**src/rci_pkg.sv**
```systemverilog
package rci_pkg;

  // configuration register geometry
  localparam int CFG_W = 13;
  localparam int IDX_W = 2;

  // payload widths fixed by the interface
  localparam int SAMPLE_W = 32;
  localparam int OUT_W    = 32;
  localparam int STATUS_W = 2;

  // defaults for the top level parameters
  localparam int DEF_MAX_ITEMS  = 4096;
  localparam int DEF_DATA_WIDTH = 32;

  typedef logic [STATUS_W-1:0] status_t;
  typedef logic [CFG_W-1:0]    cfg_word_t;
  typedef logic [IDX_W-1:0]    cfg_idx_t;

  // register indexes
  localparam cfg_idx_t REG_FRAME_LENGTH = 2'd0;
  localparam cfg_idx_t REG_BLOCK_SIZE   = 2'd1;
  localparam cfg_idx_t REG_DIRECTION    = 2'd2;

  // register reset values
  localparam cfg_word_t RST_FRAME_LENGTH = 13'd4096;
  localparam cfg_word_t RST_BLOCK_SIZE   = 13'd64;
  localparam logic      DIR_INTERLEAVE   = 1'b0;
  localparam logic      DIR_DEINTERLEAVE = 1'b1;

  // item opcodes
  localparam logic OP_LOAD  = 1'b0;
  localparam logic OP_FETCH = 1'b1;

  // result status codes
  localparam status_t ST_OK       = 2'd0;
  localparam status_t ST_NOT_FULL = 2'd1;
  localparam status_t ST_FULL     = 2'd2;

endpackage

```
**src/rci_div.sv**
```systemverilog
module rci_div (
  input  logic                      clk,
  input  logic                      rst,
  input  logic                      start,
  input  logic [rci_pkg::CFG_W-1:0] dividend,
  input  logic [rci_pkg::CFG_W-1:0] divisor,
  output logic                      busy,
  output logic [rci_pkg::CFG_W-1:0] quot,
  output logic [rci_pkg::CFG_W-1:0] rem
);
  import rci_pkg::*;

  localparam int STEP_W = $clog2(CFG_W + 1);

  logic [STEP_W-1:0] cnt;
  logic [CFG_W-1:0]  acc;   // dividend bits shift out, quotient bits shift in
  logic [CFG_W-1:0]  rem_r;
  logic [CFG_W-1:0]  dsor;
  logic [CFG_W:0]    trial;
  logic [CFG_W:0]    diff;
  logic              ge;

  // restoring division, one quotient bit per cycle
  always_comb begin
    trial = {rem_r, acc[CFG_W-1]};
    diff  = trial - {1'b0, dsor};
    ge    = (trial >= {1'b0, dsor});
  end

  always_ff @(posedge clk) begin
    if (rst) begin
      busy  <= 1'b0;
      cnt   <= '0;
      acc   <= '0;
      rem_r <= '0;
      dsor  <= '0;
    end else if (start) begin
      busy  <= 1'b1;
      cnt   <= STEP_W'(CFG_W);
      acc   <= dividend;
      rem_r <= '0;
      dsor  <= divisor;
    end else if (busy) begin
      rem_r <= ge ? diff[CFG_W-1:0] : trial[CFG_W-1:0];
      acc   <= {acc[CFG_W-2:0], ge};
      cnt   <= cnt - STEP_W'(1);
      busy  <= (cnt != STEP_W'(1));
    end
  end

  assign quot = acc;
  assign rem  = rem_r;

endmodule

```
**config.mk**
```make
export PLATFORM = sky130hd
export DESIGN_NAME = rci_div
export DESIGN_NICKNAME = d
export VERILOG_FILES = /design/src/rci_pkg.sv /design/src/rci_div.sv
export SDC_FILE = /design/constraint.sdc
export NUM_CORES = 1
export LEC_CHECK = 0
export ABC_AREA = 0
export BUFFER_PORTS_ARGS = -buffer_cell sky130_fd_sc_hd__buf_2
export CORE_MARGIN = 4
export CORE_UTILIZATION = 40
export CTS_BUF_LIST = sky130_fd_sc_hd__clkbuf_2 sky130_fd_sc_hd__clkbuf_4 sky130_fd_sc_hd__clkbuf_8
export DETAILED_ROUTE_END_ITERATION = 8
export GPL_TIMING_DRIVEN = 0
export PLACE_DENSITY = 0.67
export SLEW_MARGIN = 0
export SYNTH_ARGS = -nofsm -noshare
export SYNTH_HDL_FRONTEND = slang
export SYNTH_SLANG_ARGS = --single-unit
export TNS_END_PERCENT = 30
```
**constraint.sdc**
```tcl
create_clock -name clk -period 2.81 [get_ports clk]
set_clock_uncertainty 0.05 [all_clocks]
set_input_delay 0.281 -clock clk [delete_from_list [all_inputs] [get_ports clk]]
set_output_delay 0.281 -clock clk [all_outputs]
set_load 0.01 [all_outputs]
```
* Yosys cells after proc, flatten, opt, wreduce, memory -nomap -nowiden
Cells that the tools add are included.
Word-level totals: logic and storage cells 19, register bits 44, output and inout port bits 27
Cells by class: mux-type cells 7, equal/unequal tests 1, order comparisons 1, reduce and logical (&&, ||, !) cells 2, $add $sub $neg 2
Operators by type and width (count):
- two-way mux 13 bit | 3
- greater-or-equal comparator 14 x 13 -> 1 bit | 1
- subtractor 13 bit | 1
- two-way mux 4 bit | 2
- != test 4 x 1 -> 1 bit, second input constant | 1
- subtractor 4 x 1 -> 4 bit, second input constant | 1
- two-way mux 1 bit | 2
- nonzero test 2 bit | 1
- OR reduction 2 bit | 1

* Depth between registers and ports, before layout
Gate-level depths: netlist of run 1.
word-level depth 3, depth in mapped cells 12, gate-level depth less buffers 10

* Worst setup path after synthesis of run 1
No wires, ideal clock.
path kind register -> register, start point register acc[12], in the netlist quot[12], end point register rem_r[1], in the netlist rem[1], stages on the path, launching flop included 13, library setup time 0.132 ns, path slack 0.478 ns, data required time 2.628 ns, arrival 2.149 ns, cells stage by stage dfxtp_1 -> inv_1 -> ha_1 -> inv_1 -> fa_1 -> a211oi_2 -> nor2_2 -> o21ai_1 -> and3_1 -> buf_6 -> buf_4 -> mux2i_1 -> a21oi_1
Between the ends: longest elaborated chain between the ends 2
RTL lines:
- start: declaration | line rci_div.sv:16 | logic [CFG_W-1:0] acc;
- start signal: assignment | line rci_div.sv:40 | acc <= dividend;
- start signal: assignment | line rci_div.sv:45 | acc <= {acc[CFG_W-2:0], ge};
- subtractor 13 bit or greater-or-equal comparator 14 x 13 -> 1 bit (tied branches) | line rci_div.sv:26, rci_div.sv:27
- two-way mux 13 bit (*) | line rci_div.sv:44 | rem_r <= ge ? diff[CFG_W-1:0] : trial[CFG_W-1:0];
- end signal: assignment | line rci_div.sv:44
- end: declaration | line rci_div.sv:17 | logic [CFG_W-1:0] rem_r;
Every way passes the cells marked *; elsewhere a longest branch is shown, timed or not. A chain may end at the register's enable or synchronous reset.

* Worst setup path after layout of run 1
start point register acc[12], in the netlist quot[12], end point register rem_r[4], in the netlist rem[4]
Same word-level chain as after synthesis.

==> results of run 1 <==
==> stage by stage <==
stage / hold WS, ps / power, W
after global placement: 425 / 0.00115
after CTS: 158 / 0.00173
final: 161 / 0.00171
after detailed placement: 436 / 0.00115
after global routing: 158 / 0.00181
after floorplan: 374 / 0.00104
==> worst min-delay path: cells and delay by family <==
family	cells	cell delay (ps)
buf+inv	1	70
simple gates	1	70
mux	1	50
==> worst min-delay path by stage <==
stage / from / to / slack, ps
6_report: divisor[8] / dsor[8] / 160
5_1_grt: dividend[7] / quot[7] / 160
4_1_cts: dividend[5] / quot[5] / 160
3_5_place_dp: dsor[6] / dsor[6] / 440
3_3_place_gp: dsor[12] / dsor[12] / 420
2_1_floorplan: dividend[10] / quot[10] / 370
==> cells by family after synthesis <==
logic type                 after synthesis
muxes                                   33
adders and majority gates               16
AOI/OAI and AO/OA                       65
xor gates and xnor gates                11
and+or+nand+nor                         99
buffers and inverters                   36
DFF                                     44
==> layer usage <==
metal | GRT usage, % | vias up | wire length (µm)
met5 | 0 | - | 0
met4 | 4.18 | 0 | 55
met3 | 4.52 | 6 | 436
met2 | 28.2 | 62 | 2950
met1 | 22.4 | 1072 | 2880
li1 | - | 1189 | -
==> area by class of cell <==
| cell class | instances | area [µm²] |
|---|---|---|
| tap | 75 | 93.8 |
| clock buffer | 5 | 68.8 |
| fill | 607 | 2990 |
| multi-input combinational | 224 | 1510 |
| buffer | 16 | 77.6 |
| inverter | 20 | 75.1 |
| sequential | 44 | 881 |
| clock inverter | 2 | 60.1 |
| timing repair buffer | 54 | 270 |
==> synth_stat cells, drive strengths merged (2+ instances only) <==
| master | n |
|---|---|
| nor2 | 58 |
| dfxtp | 44 |
| mux2i | 33 |
| a21oi | 25 |
| inv | 19 |
| ha | 15 |
| o21ai | 13 |
| clkbuf | 9 |
| nand2 | 9 |
| buf | 7 |
| nor3 | 7 |
| a211oi | 6 |
| xnor2 | 6 |
| nand4 | 5 |
| xor2 | 5 |
| nand3 | 4 |
| o211ai | 4 |
| a21o | 3 |
| a41oi | 3 |
| and3 | 3 |
| or3 | 3 |
| a21boi | 2 |
| nand2b | 2 |
| o221ai | 2 |
| or2 | 2 |
==> power breakdown <==
group	internal (W)	switching (W)
Clock	0.000350	0.000218
Sequential	0.000660	0.0000298
Combinational	0.000202	0.000250
Total	0.00121	0.000498
==> sequential cells by signal, summed over array words and instances, names as in the netlist <==
name  cells
rem      13
busy      1
quot     13
dsor     13
cnt       4
==> flow_summary.json, run 1 <==
{
  "grt_pass1_wl_um": 10500,
  "synth_ff_type": "dfxtp_1",
  "setup.worst_path.start": "quot[12]",
  "dp.cells": 433,
  "initialDrtViolationCount": 93,
  "status": "complete, no violations",
  "crit_top_cell": "inv_1",
  "numPortBuffers": 54,
  "synth_adder_area_share_pct": 8.18,
  "row_count": 28,
  "synth_top_area_share_pct": 34.7,
  "synthXorXnorAreaFrac_pct": 3.79,
  "cts.sinks": 44,
  "finalHoldViolCount": 0,
  "cp_num_buf_inv": 4,
  "die_y_um": 87.7,
  "final_util_pct": 50.3,
  "yosys.area_share.simple_pct": 17.8,
  "drv_cap": 0,
  "cts_root_buf": "clkbuf_8",
  "start_util_pct": 42.2,
  "critical_path_class": "flop to flop",
  "p_per_area_mw_per_mm2": 564,
  "synthArstFlopShare_pct": 0,
  "die_x_um": 87.7,
  "fin_tns_setup_ps": 0,
  "leakage_nw": 1.41,
  "path_max_fanout": 10,
  "ctsHtreeMaxLevel": 2,
  "numCtsBuffers": 5,
  "slew-limit-headroom_pct": 57.7,
  "num_vias": 2329,
  "yosysWarnings": 0,
  "syn_to_final_growth_pct": 19.4,
  "slowest_stage": "fa_1",
  "io_pins": 56,
  "ctsResizeCount": 0,
  "critPathTopFamily": "adder cells",
  "r2r_start": "quot[12]",
  "post-route-min-period_ps": 2630,
  "dp_slack_ps": 190,
  "yosysSeqAreaShare_pct": 34.7,
  "reg2reg_to": "rem[4]",
  "grt_antenna_before_repair": 0,
  "final_common_cell": "nor2_1",
  "synth.distinct_cells": 48,
  "grt_max_degree": 14,
  "num_antenna_cells": 0,
  "tightest_slew_ps": 635,
  "routedWlPerCell_um": 14.4,
  "fin_area_mm2": 0.00303,
  "die-area_mm2": 0.00769,
  "path_depth": 12,
  "gp_congestion": 0.978,
  "r2r_slack_ps": 180,
  "synth_compound_gate_area_share_pct": 16.5,
  "ant_nets": 0,
  "clk_pin_slew_worst_paths_ps": 80,
  "syn_inst": 304,
  "cp-start-kind": "flop",
  "syn_area_per_cell_um2": 8.36,
  "endpoint": "rem[4]",
  "synth_area_leaders": "dfxtp_1 (35%), mux2i_1 (13%), nor2_1 (8.4%), ha_1 (7.4%), a21oi_1 (4.9%)",
  "max_freq_mhz": 380,
  "cts_hold_buffers": 0,
  "place_area_mm2": 0.00290,
  "viasPerCell": 5.29,
  "path_cells": "inv_1 -> ha_1 -> inv_1 -> fa_1 -> a211oi_2 -> nor2_2 -> o21ai_1 -> and3_1 -> buf_6 -> buf_4 -> mux2i_1 -> a21oi_1",
  "hold_class": "input port to flop",
  "grt_overflow": 0,
  "grtUsageTotal_pct": 17.1,
  "whs_path_depth": 3,
  "syn_nets": 349,
  "ff2ff_path_depth": 12,
  "synth_top_family_by_area": "simple AND/OR/NAND/NOR gates",
  "setup_viol": 0,
  "cts_tree": "yes",
  "layout_common_cells": "nor2_1 (57), buf_2 (56), dfxtp_1 (44)",
  "nets": 410,
  "setup_slack_ps": 181,
  "fin_cells": 440,
  "drv_slew": 0,
  "clock_path_buffers": 2,
  "synth-edff-count": 0,
  "vdd.ir_drop.worst_uv": 263,
  "yosysTopAreaCell": "dfxtp_1",
  "synth-seq-cells": 44,
  "synth.cell_area_mm2": 0.00254,
  "routed_wl_um": 6320,
  "drc": 0,
  "layout-drive-gt1-share_pct": 20.3,
  "cp_slowest_stage_delay_ps": 440,
  "dp_hpwl_um": 4770,
  "firstDrtPassIters": 4,
  "postCtsSetupBuffers": 0,
  "crit_arrival_ps": 2740,
  "grt_pass1_vias": 2232,
  "muxShareOfSynthArea_pct": 13.0,
  "required_ps": 2920,
  "grt_setup_unrepaired": "false",
  "core_mm2": 0.00603,
  "period_share_pct": 93.5,
  "end_kind": "flop",
  "clock_latency_ps": 300
}
(Power assumes the default switching activity.)
==> run 2: changes to the inputs <==
--- a/config.mk
+++ b/config.mk
@@ -12,7 +12,7 @@
 export CTS_BUF_LIST = sky130_fd_sc_hd__clkbuf_2 sky130_fd_sc_hd__clkbuf_4 sky130_fd_sc_hd__clkbuf_8
 export DETAILED_ROUTE_END_ITERATION = 8
 export GPL_TIMING_DRIVEN = 0
-export PLACE_DENSITY = 0.67
+export PLACE_DENSITY_LB_ADDON = 0.08
 export SLEW_MARGIN = 0
 export SYNTH_ARGS = -nofsm -noshare
 export SYNTH_HDL_FRONTEND = slang
==> flow_summary.json, run 2 (synthesis gave the netlist of run 1 again) <==
{
  "die_x_um": 87.7,
  "layout-drive-gt1-share_pct": 20.5,
  "numCtsBuffers": 5,
  "fin_cells": 441,
  "slew-limit-headroom_pct": 58.9,
  "critical_path_class": "flop to flop",
  "status": "complete, no violations",
  "firstDrtPassIters": 4,
  "vdd.ir_drop.worst_uv": 279,
  "num_vias": 2308,
  "numPortBuffers": 54,
  "period_share_pct": 93.6,
  "nets": 410,
  "end_kind": "flop",
  "clock_path_buffers": 2,
  "viasPerCell": 5.23,
  "num_antenna_cells": 0,
  "gp_congestion": 0.777,
  "grt_setup_unrepaired": "false",
  "die-area_mm2": 0.00769,
  "place_area_mm2": 0.00290,
  "grt_pass1_wl_um": 10300,
  "drv_cap": 0,
  "finalHoldViolCount": 0,
  "post-route-min-period_ps": 2630,
  "setup_slack_ps": 180,
  "setup_viol": 0,
  "clk_pin_slew_worst_paths_ps": 90,
  "drv_slew": 0,
  "grt_overflow": 0,
  "syn_to_final_growth_pct": 18.7,
  "initialDrtViolationCount": 106,
  "p_per_area_mw_per_mm2": 543,
  "clock_latency_ps": 310,
  "io_pins": 56,
  "final_common_cell": "nor2_1",
  "cp-start-kind": "flop",
  "row_count": 28,
  "leakage_nw": 1.40,
  "routed_wl_um": 6430,
  "grt_pass1_vias": 2110,
  "dp_slack_ps": 228,
  "ctsHtreeMaxLevel": 2,
  "ctsResizeCount": 0,
  "start_util_pct": 42.2,
  "cts.sinks": 44,
  "cp_slowest_stage_delay_ps": 530,
  "dp_hpwl_um": 4710,
  "ant_nets": 0,
  "dp.cells": 433,
  "cts_tree": "yes",
  "routedWlPerCell_um": 14.6,
  "path_max_fanout": 4,
  "postCtsSetupBuffers": 0,
  "grt_antenna_before_repair": 0,
  "grtUsageTotal_pct": 17.1,
  "hold_ws_ps": 153,
  "grt_max_degree": 15,
  "hold_class": "input port to flop",
  "slowest_stage": "a2111oi_0",
  "path_cells": "inv_1 -> ha_1 -> inv_1 -> fa_1 -> a211oi_2 -> o21ai_1 -> a2111oi_0 -> nor3_1 -> xnor2_1 -> o21ai_1",
  "drc": 0,
  "cts_hold_buffers": 0,
  "required_ps": 2950,
  "layout_common_cells": "nor2_1 (57), buf_2 (56), dfxtp_1 (44)",
  "tightest_slew_ps": 616,
  "fin_area_mm2": 0.00302,
  "crit_arrival_ps": 2770,
  "die_y_um": 87.7,
  "core_mm2": 0.00603,
  "cts_root_buf": "clkbuf_8",
  "r2r_slack_ps": 180,
  "max_freq_mhz": 380,
  "fin_tns_setup_ps": 0
}
[run 2: cell types whose count changed in the layout (fill, tap and decap cells not counted), sizes merged]
cell and change:
bufinv -1, clkinvlp +1, clkinv +1
[run 2: cell type report]
cell class | count | area, µm²
Clock buffer | 5 | 68.8
Timing Repair Buffer | 54 | 270
Buffer | 16 | 77.6
Inverter | 20 | 75.1
Sequential cell | 44 | 881
Fill cell | 635 | 3010
Clock inverter | 3 | 42.5
Tap cell | 75 | 93.8
Multi-Input combinational cell | 224 | 1510
[run 2: path summary, 6_finish.rpt]
kind                      from  cells after the start  endpoint
setup reg to reg      quot[12]                     10   rem[12]
hold reg to reg       dsor[12]                      2  dsor[12]
setup / recovery      quot[12]                     10   rem[12]
hold / removal    dividend[10]                      3  quot[10]
[run 2: layer usage]
layer	GRT usage, %	part of all wire, %
met5	0	0
met4	4.88	0.98
met3	4.33	6.3
met2	27.0	45
met1	23.2	48
[run 2: critical path, delay by kind of cell, from the launching register on]
| kind | cells | cell delay, ps |
|---|---|---|
| compound gates | 4 | 1100 |
| xor+xnor | 1 | 160 |
| fa+ha+maj | 2 | 600 |
| buf+inv | 2 | 130 |
| flops | 1 | 350 |
| simple gates | 1 | 140 |
[run 2: power by group]
group	switching (W)	internal (W)	total, W
Clock	0.000232	0.000263	0.000495
Sequential	0.0000288	0.000660	0.000689
Combinational	0.000252	0.000202	0.000454
Total	0.000513	0.00112	0.00164
[run 2: through the flow]
step,util (%),total power (W)
CTS,50.0,0.00165
floorplan,-,0.00104
finish,50.0,0.00164
global placement,48.2,0.00115
global route,50.0,0.00174
detailed placement,48.2,0.00116
